===== config.mk =====
export PLATFORM = sky130hd
export DESIGN_NAME = rgb_to_hsv_convert
export DESIGN_NICKNAME = d
export VERILOG_FILES = /design/src/hw/rtl/rhc_pkg.sv /design/src/hw/rtl/rhc_front.sv /design/src/hw/rtl/rhc_divide.sv /design/src/hw/rtl/rgb_to_hsv_convert.sv
export SDC_FILE = /design/constraint.sdc
export NUM_CORES = 1
export LEC_CHECK = 0
export BUFFER_PORTS_ARGS = -buffer_cell sky130_fd_sc_hd__buf_2
export CORE_ASPECT_RATIO = 1.25
export CORE_UTILIZATION = 40
export DETAILED_ROUTE_END_ITERATION = 12
export PLACE_DENSITY = 0.59
export SYNTH_ARGS = -nofsm -noshare
export SYNTH_HDL_FRONTEND = slang
export SYNTH_SLANG_ARGS = --single-unit

===== constraint.sdc =====
create_clock -name clk -period 9.6 [get_ports clk]
set_input_delay 1.92 -clock clk [delete_from_list [all_inputs] [get_ports clk]]
set_output_delay 1.92 -clock clk [all_outputs]
set_load 0.02 [all_outputs]

===== src/hw/rtl/rhc_pkg.sv =====
// shared widths, codes and the pipeline item type for the rgb to hsv converter
// no dependencies; imported by every module of the block
package rhc_pkg;

    localparam int CHANNEL_BITS = 8;
    localparam int HUE_W        = 9;
    localparam int SAT_W        = 8;

    // quotient bits retired per divider stage, and stage count
    localparam int DIV_STEP   = 3;
    localparam int DIV_STAGES = 3;
    localparam int QW         = DIV_STEP * DIV_STAGES;

    // hue numerator is below 421 * span, so it fits channel width plus quotient width
    localparam int NUM_W = CHANNEL_BITS + QW;

    // front end is two stages, then the divider, then the output register
    localparam int LATENCY = 2 + DIV_STAGES + 1;

    localparam int SAT_SCALE  = 255;
    localparam int DEG_FULL   = 360;
    localparam int DEG_SECTOR = 60;
    localparam int BASE_GREEN = 120;
    localparam int BASE_BLUE  = 240;

    localparam logic [1:0] SEC_RED   = 2'd0;
    localparam logic [1:0] SEC_GREEN = 2'd1;
    localparam logic [1:0] SEC_BLUE  = 2'd2;

    typedef logic [CHANNEL_BITS-1:0] chan_t;

    // one pixel in flight through the dividers
    typedef struct packed {
        logic [NUM_W-1:0] rem_h;  // hue partial remainder
        logic [NUM_W-1:0] rem_s;  // saturation partial remainder
        chan_t            div_h;  // span = max - min
        chan_t            div_s;  // max, also the brightness
        logic [QW-1:0]    q_h;
        logic [QW-1:0]    q_s;
        logic             grey;
    } div_item_t;

endpackage


===== src/hw/rtl/rhc_front.sv =====
// front end: max/min and sector pick, then span and both numerators
// depends on rhc_pkg
module rhc_front
    import rhc_pkg::*;
(
    input  logic      clk,
    input  logic      rst_n,
    input  logic      in_valid,
    input  chan_t     red,
    input  chan_t     green,
    input  chan_t     blue,
    output logic      out_valid,
    output div_item_t out_item
);

    localparam int SW = NUM_W + 1;

    // stage one
    logic                      v1_reg;
    chan_t                     max_reg, max_next;
    chan_t                     min_reg, min_next;
    logic [1:0]                sec_reg, sec_next;
    logic signed [CHANNEL_BITS:0] diff_reg, diff_next;

    // stage two
    logic      v2_reg;
    div_item_t item_reg, item_next;

    always_comb
    begin
        max_next = red;
        sec_next = SEC_RED;
        if (green > max_next)
        begin
            max_next = green;
            sec_next = SEC_GREEN;
        end
        if (blue > max_next)
        begin
            max_next = blue;
            sec_next = SEC_BLUE;
        end
        min_next = red;
        if (green < min_next)
            min_next = green;
        if (blue < min_next)
            min_next = blue;
        unique case (sec_next)
            SEC_RED:   diff_next = signed'({1'b0, green}) - signed'({1'b0, blue});
            SEC_GREEN: diff_next = signed'({1'b0, blue}) - signed'({1'b0, red});
            default:   diff_next = signed'({1'b0, red}) - signed'({1'b0, green});
        endcase
    end

    always_comb
    begin
        chan_t                span;
        logic signed [SW-1:0] span_s;
        logic signed [SW-1:0] diff_s;
        logic signed [SW-1:0] base_s;
        logic signed [SW-1:0] num_s;
        logic [NUM_W-1:0]     span_w;
        span   = max_reg - min_reg;
        span_s = signed'(SW'(span));
        diff_s = SW'(diff_reg);
        unique case (sec_reg)
            SEC_RED:   base_s = SW'(DEG_FULL);
            SEC_GREEN: base_s = SW'(BASE_GREEN);
            default:   base_s = SW'(BASE_BLUE);
        endcase
        // never negative: red sector starts at 300 * span at the least
        num_s  = (base_s * span_s) + (SW'(DEG_SECTOR) * diff_s);
        span_w = NUM_W'(span);

        item_next.rem_h = num_s[NUM_W-1:0];
        item_next.rem_s = NUM_W'(span_w * NUM_W'(SAT_SCALE));
        item_next.div_h = span;
        item_next.div_s = max_reg;
        item_next.q_h   = '0;
        item_next.q_s   = '0;
        item_next.grey  = (span == '0);
    end

    always_ff @(posedge clk or negedge rst_n)
    begin
        if (!rst_n)
        begin
            v1_reg <= 1'b0;
            v2_reg <= 1'b0;
        end
        else
        begin
            v1_reg <= in_valid;
            v2_reg <= v1_reg;
        end
    end

    always_ff @(posedge clk)
    begin
        max_reg  <= max_next;
        min_reg  <= min_next;
        sec_reg  <= sec_next;
        diff_reg <= diff_next;
        item_reg <= item_next;
    end

    assign out_valid = v2_reg;
    assign out_item  = item_reg;

endmodule


===== src/hw/rtl/rhc_divide.sv =====
// pipelined restoring division, hue and saturation side by side
// depends on rhc_pkg; each stage retires DIV_STEP quotient bits
module rhc_divide
    import rhc_pkg::*;
(
    input  logic      clk,
    input  logic      rst_n,
    input  logic      in_valid,
    input  div_item_t in_item,
    output logic      out_valid,
    output div_item_t out_item
);

    logic      valid_reg [DIV_STAGES];
    div_item_t item_reg  [DIV_STAGES];

    for (genvar g = 0; g < DIV_STAGES; g++)
    begin : g_stage
        logic      src_valid;
        div_item_t src_item;
        div_item_t item_next;

        if (g == 0)
        begin : g_first
            assign src_valid = in_valid;
            assign src_item  = in_item;
        end
        else
        begin : g_rest
            assign src_valid = valid_reg[g-1];
            assign src_item  = item_reg[g-1];
        end

        always_comb
        begin
            div_item_t        cur;
            logic [NUM_W-1:0] trial_h;
            logic [NUM_W-1:0] trial_s;
            logic             take_h;
            logic             take_s;
            cur = src_item;
            for (int k = 0; k < DIV_STEP; k++)
            begin
                trial_h = NUM_W'(cur.div_h) << (QW - 1 - g * DIV_STEP - k);
                trial_s = NUM_W'(cur.div_s) << (QW - 1 - g * DIV_STEP - k);
                take_h  = (cur.rem_h >= trial_h);
                take_s  = (cur.rem_s >= trial_s);
                if (take_h)
                    cur.rem_h = cur.rem_h - trial_h;
                if (take_s)
                    cur.rem_s = cur.rem_s - trial_s;
                cur.q_h = {cur.q_h[QW-2:0], take_h};
                cur.q_s = {cur.q_s[QW-2:0], take_s};
            end
            item_next = cur;
        end

        always_ff @(posedge clk or negedge rst_n)
        begin
            if (!rst_n)
                valid_reg[g] <= 1'b0;
            else
                valid_reg[g] <= src_valid;
        end

        always_ff @(posedge clk)
        begin
            item_reg[g] <= item_next;
        end
    end

    assign out_valid = valid_reg[DIV_STAGES-1];
    assign out_item  = item_reg[DIV_STAGES-1];

endmodule


===== src/hw/rtl/rgb_to_hsv_convert.sv =====
// top level of the rgb to hsv converter: front end, divider, hue wrap and output register
// depends on rhc_pkg, rhc_front and rhc_divide
//
// Takes one pixel per clock: busy is always low, so every cycle with start high
// is a transfer. Each pixel comes out at the end of the pipeline with done
// high for one cycle; the receiver cannot hold results off and must take
// them as they come. The pipeline is two front-end stages (max/min and
// sector, then span and numerators), three divider stages that each retire three
// quotient bits for hue and saturation in parallel, and the output register that
// also wraps hue into 0..359. Grey pixels give hue 0, black pixels give
// saturation 0; all results are rounded down.
module rgb_to_hsv_convert
    import rhc_pkg::*;
(
    input  logic              clk,
    input  logic              rst_n,
    input  logic              start,
    output logic              busy,
    input  chan_t             red,
    input  chan_t             green,
    input  chan_t             blue,
    output logic              done,
    output logic [HUE_W-1:0]  hue,
    output logic [SAT_W-1:0]  saturation,
    output logic [CHANNEL_BITS-1:0] brightness
);

    logic      front_valid;
    div_item_t front_item;
    logic      div_valid;
    div_item_t div_item;

    logic             done_reg;
    logic [HUE_W-1:0] hue_reg, hue_next;
    logic [SAT_W-1:0] sat_reg, sat_next;
    chan_t            bright_reg;

    // the pipeline never stalls, so a transfer is simply start
    assign busy = 1'b0;

    rhc_front u_front (
        .clk       (clk),
        .rst_n     (rst_n),
        .in_valid  (start && !busy),
        .red       (red),
        .green     (green),
        .blue      (blue),
        .out_valid (front_valid),
        .out_item  (front_item)
    );

    rhc_divide u_divide (
        .clk       (clk),
        .rst_n     (rst_n),
        .in_valid  (front_valid),
        .in_item   (front_item),
        .out_valid (div_valid),
        .out_item  (div_item)
    );

    // quotient is at most 420, so a single subtract wraps it
    always_comb
    begin
        logic [HUE_W-1:0] q;
        q = div_item.q_h[HUE_W-1:0];
        if (div_item.grey)
            hue_next = '0;
        else if (q >= HUE_W'(DEG_FULL))
            hue_next = q - HUE_W'(DEG_FULL);
        else
            hue_next = q;

        // divide by zero yields all ones, black forces zero
        if (div_item.div_s == '0)
            sat_next = '0;
        else
            sat_next = div_item.q_s[SAT_W-1:0];
    end

    always_ff @(posedge clk or negedge rst_n)
    begin
        if (!rst_n)
            done_reg <= 1'b0;
        else
            done_reg <= div_valid;
    end

    always_ff @(posedge clk)
    begin
        hue_reg    <= hue_next;
        sat_reg    <= sat_next;
        bright_reg <= div_item.div_s;
    end

    assign done       = done_reg;
    assign hue        = hue_reg;
    assign saturation = sat_reg;
    assign brightness = bright_reg;

    // a result only ever follows a matching transfer at the pipeline input
    a_done_follows_start: assert property (@(posedge clk) disable iff (!rst_n)
        done |-> $past(start, LATENCY))
        else $error("result without matching transfer");

    // a transfer always yields a result
    a_start_gives_done: assert property (@(posedge clk) disable iff (!rst_n)
        start ##LATENCY 1'b1 |-> done)
        else $error("transfer lost in pipeline");

    a_hue_range: assert property (@(posedge clk) disable iff (!rst_n)
        done |-> (hue < HUE_W'(DEG_FULL)))
        else $error("hue not wrapped");

    a_black_zero: assert property (@(posedge clk) disable iff (!rst_n)
        (done && brightness == '0) |-> (saturation == '0 && hue == '0))
        else $error("black pixel gave nonzero hue or saturation");

    // brightness carried through the pipeline is not below any input channel
    a_bright_max: assert property (@(posedge clk) disable iff (!rst_n)
        done |-> (brightness >= $past(red, LATENCY) && brightness >= $past(green, LATENCY)
                  && brightness >= $past(blue, LATENCY)))
        else $error("brightness below an input channel");

endmodule


==> qor.txt, run 1 <==
Fmax: 117.0 MHz
Seq/Total Area, Yosys: 23.60%
Type of the worst min-delay path: reg2reg
Critical Path Max Stage Delay: 650 ps
Crit path kind: reg2reg
Unrepaired setup endpoints after global routing: false
CTS tree: built
Largest net degree at the start of global routing: 33
# setup viols final: 0
Max-Cap Viols: 0
Worst-skew pair later-pin latency: 540 ps
CTS clock-pin slew for the worst setup and hold paths: 60 ps
Post-CTS sizing: 0
Clock Skews: 8.266 ps
Fin crit share: 89.02%
Most frequent cells in the layout: 329 x inv_1, 285 x ha_1, 237 x dfxtp_1
Vias in the first global route: 17200
Startpoint type of the worst setup path: flip-flop
Synth top area cells: dfxtp_1 23%, ha_1 17%, fa_1 9.6%
Synth Register Bits: 243
Residual DRC: 0
DR iter-0 viols: 615
Drt pass-1 iters: 5
CTS Hold Bufs: 0
Htree depth: 1
Syn Nets: 2856
Detailed placement HPWL: 39.02 mm
ANT nets after route: 0
Core area: 0.05076 mm²
Mapped Cells: 2445
Worst-path fanout max: 15
Syn Area/Cell: 8.484 µm²
WL/cell: 14.64 µm
Num ports: 54
Yosys Warn Count: 0
Synth cell types: 87
Synthesized area: 0.02074 mm²
Setup TNS: 0 ps
Die ar.: 0.05278 mm²
IO buf count: 52
Final hold viol count: 0
WP data required: 10020 ps
Post-synth top area cell: dfxtp_1
Clock root cell: clkbuf_16
Max FFs per register: 138
Top-area cell type share of the netlist area: 22.87%
GRT overflow: 0
Async SR Flop Fraction: 2.469%
Drt total wl: 46.52 mm
Initial antenna violation count: 0
Global-route wire length before repair: 77.85 mm
Slowest CP cell: nand4b_1
CP Capture Type: flip-flop
Core Rows: 92
CTS Buffer Depth: 3
Most common cell after layout, fill and taps aside: inv_1
Slew HR: 25.30%
Die Y: 256.6 µm
Crit path DAT: 8970 ps
EDFF count, synth: 0
Post-CTS setup buffers: 0
GPL Wtd Cong: 0.9210
Final net count: 2910
Prevailing post-synth register cell: dfxtp_1
Die Wd: 205.7 µm
Crit-path most repeated cell: a21oi_1
CTS buffer count: 27
Vias per cell: 5.249
Run status: complete, no violations
Initial Util: 40.86%
Least-Margin Pin Slew: 1118 ps
Sink Count: 243
Via count: 16680
Pins Over Slew Limit: 0
Area Overhead vs Synth: 9.277%
Layout cell share with drive strength beyond 1: 7.225%
Tot GR Track Use: 17.70%
Final min period: 8546 ps
## area by class of cell
cell class                 instances  area (µm²)
antenna                            1       2.502
clock buffer                      31       700.7
clock inverter                    18       196.4
fill                            4973       28100
inverter                         331        1242
multi-input combinational       1832       14460
sequential                       243        4895
tap                              658       823.3
timing repair buffer              64       350.3
## synthesized netlist by cell type (15+ instances only)
master,n
nand4_1,24
xnor2_1,116
a21oi_1,171
o21ai_0,158
o21a_1,26
nor2b_1,46
o211ai_1,16
o21bai_1,15
nand2b_1,35
mux2_2,38
nor2_1,202
a31oi_1,15
or3_1,25
dfxtp_1,237
clkbuf_1,31
xor2_1,46
a21o_1,39
fa_1,99
nor4_1,16
nand3_1,31
a21boi_0,21
and2_1,23
nand2_1,153
mux2i_1,20
nor3_1,33
inv_1,329
ha_1,285
## layer usage
metal  global-route usage [%]  wire length [µm]
met5                        0                 0
met4                    6.543              1418
met3                    1.716              1170
met2                    35.09             24960
met1                    18.72             18970
## logic make-up after synthesis
kind of cell               synth area share [%]
and+or+nand+nor                           16.00
AOI/OAI and AO/OA                         16.82
adders and majority gates                 26.79
buffers and inverters                     6.755
DFF                                       23.60
xor gates and xnor gates                  6.840
muxes                                     3.173
other                                   0.01808
## metrics by stage
step,util (%),setup WS (ps),instances,area (µm²),hold WS (ps)
after floorplan,-,2774,2445,20740,309.6
after CTS,44.65,1015,3177,22670,322.9
final,44.65,1054,3178,22670,323.7
after detailed placement,42.88,1051,3128,21770,312.1
after global placement,42.88,1281,3128,21770,310.5
after global routing,44.65,220.8,3177,22670,325.7
## path summary, 6_finish.rpt
check	start	to	slack (ps)	cells after the start
max	u_divide.item_reg[0][35]	u_divide.item_reg[0][125]	1050	30
min	u_divide.item_reg[0][70]	u_divide.item_reg[0][142]	320	0
max reg2reg	u_divide.item_reg[0][35]	u_divide.item_reg[0][125]	1050	30
min reg2reg	u_divide.item_reg[0][70]	u_divide.item_reg[0][142]	320	0
max in group asynchronous	rst_n	done	8280	1
min in group asynchronous	rst_n	u_divide.out_valid	1190	1
## worst max-delay path: cells and delay by family (launching register included)
family                     cells  cell delay (ps)
AOI/OAI and AO/OA             15             3830
adders and majority gates      4             1390
buffers and inverters          3              380
DFF                            1              450
muxes                          1              490
and+or+nand+nor                7             1880
Power of run 1 is left out: the tool's default activity adds up to more than one toggle a clock period on the data nets, which glitch-free logic cannot reach.
==> inputs of run 2 (changes only) <==
--- a/config.mk
+++ b/config.mk
@@ -6,10 +6,13 @@
 export NUM_CORES = 1
 export LEC_CHECK = 0
 export BUFFER_PORTS_ARGS = -buffer_cell sky130_fd_sc_hd__buf_2
+export CELL_PAD_IN_SITES_DETAIL_PLACEMENT = 1
+export CELL_PAD_IN_SITES_GLOBAL_PLACEMENT = 1
 export CORE_ASPECT_RATIO = 1.25
+export CORE_MARGIN = 2
 export CORE_UTILIZATION = 40
 export DETAILED_ROUTE_END_ITERATION = 12
-export PLACE_DENSITY = 0.59
+export PLACE_DENSITY = 0.72
 export SYNTH_ARGS = -nofsm -noshare
 export SYNTH_HDL_FRONTEND = slang
 export SYNTH_SLANG_ARGS = --single-unit
==> qor.txt, run 2 (synthesis gave the netlist of run 1 again) <==
Run status: complete, no violations (unchanged)
Residual DRC: 0 (unchanged)
Crit path DAT: 8910 ps (was 8970 ps)
Setup TNS: 0 ps (unchanged)
Largest net degree at the start of global routing: 33 (unchanged)
Die Y: 258.6 µm (was 256.6 µm)
CTS clock-pin slew for the worst setup and hold paths: 60 ps (about the same)
Unrepaired setup endpoints after global routing: false (unchanged)
Least-Margin Pin Slew: 1133 ps (was 1118 ps)
Max-Cap Viols: 0 (unchanged)
RR Startpoint: u_divide.item_reg[0][35] (unchanged)
Place WS: 1091 ps (was 1051 ps)
Via count: 17050 (was 16680)
IO buf count: 52 (unchanged)
CTS tree: built (unchanged)
DP Cell Count: 3136 (was 3128)
Die Wd: 207.7 µm (was 205.7 µm)
Worst-skew pair later-pin latency: 580 ps (was 540 ps)
DR iter-0 viols: 461 (was 615)
Final Non-Filler Cells: 3190 (was 3178)
CTS Buffer Depth: 3 (unchanged)
Critical Path Max Stage Delay: 660 ps (was 650 ps)
Slew HR: 24.29% (was 25.30%)
Num ports: 54 (unchanged)
Htree depth: 1 (unchanged)
Final net count: 2913 (was 2910)
Fillers: 6104 (was 4973)
Layout cell share with drive strength beyond 1: 7.485% (was 7.225%)
Area Overhead vs Synth: 9.910% (was 9.277%)
Inserted Diodes: 0 (was 1)
Global-route wire length before repair: 90.43 mm (was 77.85 mm)
Terminus of the critical flop-to-flop path: u_divide.item_reg[0][127] (was u_divide.item_reg[0][125])
Crit-path most repeated cell: a21oi_1 (unchanged)
Post-CTS setup buffers: 0 (unchanged)
Drt pass-1 iters: 4 (was 5)
WP data required: 10030 ps (was 10020 ps)
Initial Util: 40.33% (was 40.86%)
GPL Wtd Cong: 0.8758 (was 0.9210)
Hold Crit Endpoint: u_divide.item_reg[0][73] (was u_divide.item_reg[0][142])
Hold path depth: 0 (unchanged)
Initial antenna violation count: 0 (unchanged)
Worst-path fanout max: 15 (unchanged)
Detailed placement HPWL: 44.69 mm (was 39.02 mm)
Core Rows: 93 (was 92)
Most frequent cells in the layout: 329 x inv_1, 285 x ha_1, 237 x dfxtp_1 (unchanged)
Crit path kind: reg2reg (unchanged)
CTS Hold Bufs: 0 (unchanged)
Fin crit share: 88.24% (was 89.02%)
Tot GR Track Use: 20.04% (was 17.70%)
Core area: 0.05143 mm² (was 0.05076 mm²)
Type of the worst min-delay path: reg2reg (unchanged)
CP Capture Type: flip-flop (unchanged)
Pins Over Slew Limit: 0 (unchanged)
Final min period: 8471 ps (was 8546 ps)
ANT nets after route: 0 (unchanged)
Sink Count: 243 (unchanged)
Hold Startpoint: u_divide.item_reg[0][1] (was u_divide.item_reg[0][70])
Fmax: 118.0 MHz (was 117.0 MHz)
Die ar.: 0.05371 mm² (was 0.05278 mm²)
R2r setup slk: 1130 ps (was 1050 ps)
CTS buffer count: 29 (was 27)
Core Util, Final: 44.33% (was 44.65%)
Drt total wl: 53.44 mm (was 46.52 mm)
# setup viols final: 0 (unchanged)
WL/cell: 16.75 µm (was 14.64 µm)
GRT overflow: 0 (unchanged)
PnR worst setup slack: 1129 ps (was 1054 ps)
Post-CTS sizing: 0 (unchanged)
Worst Reg-to-Reg Cells: 31 (was 30)
Slowest CP cell: nand4b_1 (unchanged)
Startpoint type of the worst setup path: flip-flop (unchanged)
Final hold viol count: 0 (unchanged)
Vias in the first global route: 18820 (was 17200)
Most common cell after layout, fill and taps aside: inv_1 (unchanged)
Max FFs per register: 138 (unchanged)
Vias per cell: 5.346 (was 5.249)
Clock Skews: 33.77 ps (was 8.266 ps)
Clock root cell: clkbuf_16 (unchanged)
==> run 2: changes by cell type in the layout (fill, tap and decap cells not counted) <==
cell        change
clkbuf_16       +2
clkbuf_8        +7
clkinvlp_4      -4
clkinv_2        +1
diode_2         -1
inv_6           +1
clkbuf_1        -1
buf_4           +1
clkinv_4        -1
==> run 2: per-stage QoR <==
stage / hold WS, ps / area, µm²
floorplan: 309.6 / 20740
global placement: 309.8 / 21780
detailed placement: 313.2 / 21780
CTS: 318.8 / 22800
global route: 328.4 / 22800
finish: 315.7 / 22800
==> run 2: routing by layer <==
metal / share of wire (%) / GRT usage [%]
met1: 40 / 21.14
met2: 55 / 40.88
met3: 1.9 / 1.721
met4: 3.4 / 7.072
met5: 0 / 0
==> run 2: area by class of cell <==
class                           count  area [µm²]  area share, %
Sequential cell                   243        4895          21.47
Inverter                          331        1242          5.449
Clock inverter                     15       171.4         0.7518
Tap cell                          665       832.0          3.649
Multi-Input combinational cell   1832       14460          63.41
Timing Repair Buffer               65       357.8          1.570
Clock buffer                       39       843.3          3.699
==> run 2: worst max path at each step <==
stage          slack (ps)                     start                   endpoint
6_report             1130  u_divide.item_reg[0][35]  u_divide.item_reg[0][127]
4_1_cts              1080  u_divide.item_reg[0][35]  u_divide.item_reg[0][127]
3_5_place_dp         1090  u_divide.item_reg[0][35]  u_divide.item_reg[0][127]
5_1_grt               360      u_front.out_item[20]   u_divide.item_reg[0][44]
3_3_place_gp         1350  u_divide.item_reg[0][35]  u_divide.item_reg[0][127]
2_1_floorplan        2770  u_divide.item_reg[0][35]  u_divide.item_reg[0][132]
==> run 2: critical path: cells and delay by family (launching register included) <==
family / cells / cell delay (ps)
muxes: 1 / 490
AOI/OAI and AO/OA: 15 / 3570
adders and majority gates: 4 / 1400
DFF: 1 / 420
and+or+nand+nor: 7 / 1940
buffers and inverters: 4 / 510
Power of run 2 is left out for the same reason.
==> inputs of run 3 (changes only) <==
--- a/config.mk
+++ b/config.mk
@@ -12,7 +12,7 @@
 export CORE_MARGIN = 2
 export CORE_UTILIZATION = 40
 export DETAILED_ROUTE_END_ITERATION = 12
-export PLACE_DENSITY = 0.72
+export PLACE_DENSITY = 0.69
 export SYNTH_ARGS = -nofsm -noshare
 export SYNTH_HDL_FRONTEND = slang
 export SYNTH_SLANG_ARGS = --single-unit
==> qor.txt, run 3 (synthesis gave the netlist of run 1 again) <==
Die Wd: 207.7 µm (unchanged)
Htree depth: 1 (unchanged)
Area Overhead vs Synth: 9.995% (was 9.910%)
Detailed placement HPWL: 44.27 mm (was 44.69 mm)
Crit path kind: reg2reg (unchanged)
Core Rows: 93 (unchanged)
CTS Hold Bufs: 0 (unchanged)
Fmax: 113.6 MHz (was 118.0 MHz)
Num ports: 54 (unchanged)
Fillers: 6162 (was 6104)
Global-route wire length before repair: 89.47 mm (was 90.43 mm)
CTS clock-pin slew for the worst setup and hold paths: 60 ps (about the same)
CP Capture Type: flip-flop (unchanged)
Final net count: 2912 (was 2913)
Crit-path most repeated cell: a21oi_1 (unchanged)
Crit path DAT: 9250 ps (was 8910 ps)
Post-CTS sizing: 0 (unchanged)
Final hold viol count: 0 (unchanged)
Clock Skews: 16.52 ps (was 33.77 ps)
Most common cell after layout, fill and taps aside: inv_1 (unchanged)
Layout cell share with drive strength beyond 1: 7.415% (was 7.485%)
Run status: complete, no violations (unchanged)
Max FFs per register: 138 (unchanged)
Max-Cap Viols: 0 (unchanged)
Pins Over Slew Limit: 0 (unchanged)
Vias per cell: 5.343 (was 5.346)
Worst-path fanout max: 15 (unchanged)
CTS tree: built (unchanged)
Drt total wl: 52.99 mm (was 53.44 mm)
Vias in the first global route: 18860 (was 18820)
Core area: 0.05143 mm² (unchanged)
Post-CTS setup buffers: 0 (unchanged)
Fin crit share: 91.70% (was 88.24%)
GRT overflow: 0 (unchanged)
# setup viols final: 0 (unchanged)
WL/cell: 16.62 µm (was 16.75 µm)
Final min period: 8803 ps (was 8471 ps)
Residual DRC: 0 (unchanged)
Least-Margin Pin Slew: 1142 ps (was 1133 ps)
Die Y: 258.6 µm (unchanged)
Initial Util: 40.33% (unchanged)
Die ar.: 0.05371 mm² (unchanged)
Startpoint type of the worst setup path: flip-flop (unchanged)
IO buf count: 52 (unchanged)
Setup TNS: 0 ps (unchanged)
Slew HR: 23.65% (was 24.29%)
Initial antenna violation count: 0 (unchanged)
Most frequent cells in the layout: 329 x inv_1, 285 x ha_1, 237 x dfxtp_1 (unchanged)
Largest net degree at the start of global routing: 24 (was 33)
Clock root cell: clkbuf_16 (unchanged)
PnR worst setup slack: 796.9 ps (was 1129 ps)
Via count: 17040 (was 17050)
GPL Wtd Cong: 0.8382 (was 0.8758)
ANT nets after route: 0 (unchanged)
Slowest CP cell: nand4b_1 (unchanged)
Multi-input logic area: 0.01446 mm² (about the same)
Worst-skew pair later-pin latency: 570 ps (was 580 ps)
Critical Path Max Stage Delay: 690 ps (was 660 ps)
WP data required: 10040 ps (was 10030 ps)
Place WS: 855.2 ps (was 1091 ps)
DR iter-0 viols: 390 (was 461)
Sink Count: 243 (unchanged)
Unrepaired setup endpoints after global routing: false (unchanged)
Type of the worst min-delay path: reg2reg (unchanged)
Tot GR Track Use: 19.87% (was 20.04%)
CTS Buffer Depth: 3 (unchanged)
CTS buffer count: 29 (unchanged)
Drt pass-1 iters: 5 (was 4)
Sequential cell area: 0.004895 mm² (unchanged)
## run 3: cell types whose count changed in the layout (fill, tap and decap cells not counted)
cell	before	now
clkinv_2	6	4
nor2_1	202	201
clkinv_4	1	2
bufinv_16	3	5
inv_8	0	2
diode_2	0	1
nor2_2	1	2
clkinv_8	0	1
buf_4	13	12
clkbuf_8	8	3
inv_6	4	3
## run 3: critical path, delay by kind of cell (launching register included)
family / cells / cell delay (ps)
compound gates: 15 / 3950
fa+ha+maj: 4 / 1410
flops: 1 / 440
buf+inv: 3 / 380
simple gates: 7 / 1950
mux: 1 / 510
## run 3: area by class of cell
| cell class | instances | share of cell area, % |
|---|---|---|
| Tap cell | 665 | 3.647 |
| Clock inverter | 18 | 1.141 |
| Sequential cell | 243 | 21.45 |
| Multi-Input combinational cell | 1832 | 63.37 |
| Inverter | 331 | 5.445 |
| Timing Repair Buffer | 64 | 1.535 |
| Antenna cell | 1 | 0.01097 |
| Clock buffer | 34 | 3.394 |
## run 3: through the flow
stage | utilization [%] | cell area (µm²) | hold slack, ps | cells
finish | 44.36 | 22820 | 325.5 | 3188
global route | 44.36 | 22810 | 332.7 | 3187
CTS | 44.36 | 22810 | 327.9 | 3187
detailed placement | 42.35 | 21780 | 313.6 | 3135
global placement | 42.35 | 21780 | 311.1 | 3135
floorplan | - | 20740 | 309.6 | 2445
## run 3: final timing paths
kind	startpoint	to	slack, ps	cells past startpoint
worst max register to register	u_divide.item_reg[0][35]	u_divide.item_reg[0][127]	800	30
worst min-delay path	u_divide.item_reg[0][0]	u_divide.item_reg[0][69]	330	0
min in group asynchronous	rst_n	u_divide.out_valid	1170	1
max in group asynchronous	rst_n	u_front.out_valid	8300	1
worst min register to register	u_divide.item_reg[0][0]	u_divide.item_reg[0][69]	330	0
worst max-delay path	u_divide.item_reg[0][35]	u_divide.item_reg[0][127]	800	30
## run 3: per-layer routing
| layer | track usage, % | wire [µm] | vias to the layer above |
|---|---|---|---|
| met4 | 6.127 | 1553 | 0 |
| met5 | 0 | 0 | - |
| met2 | 40.91 | 29110 | 154 |
| met1 | 20.94 | 21290 | 8293 |
| li1 | - | - | 8497 |
| met3 | 1.806 | 1028 | 91 |
Power of run 3 is left out for the same reason.
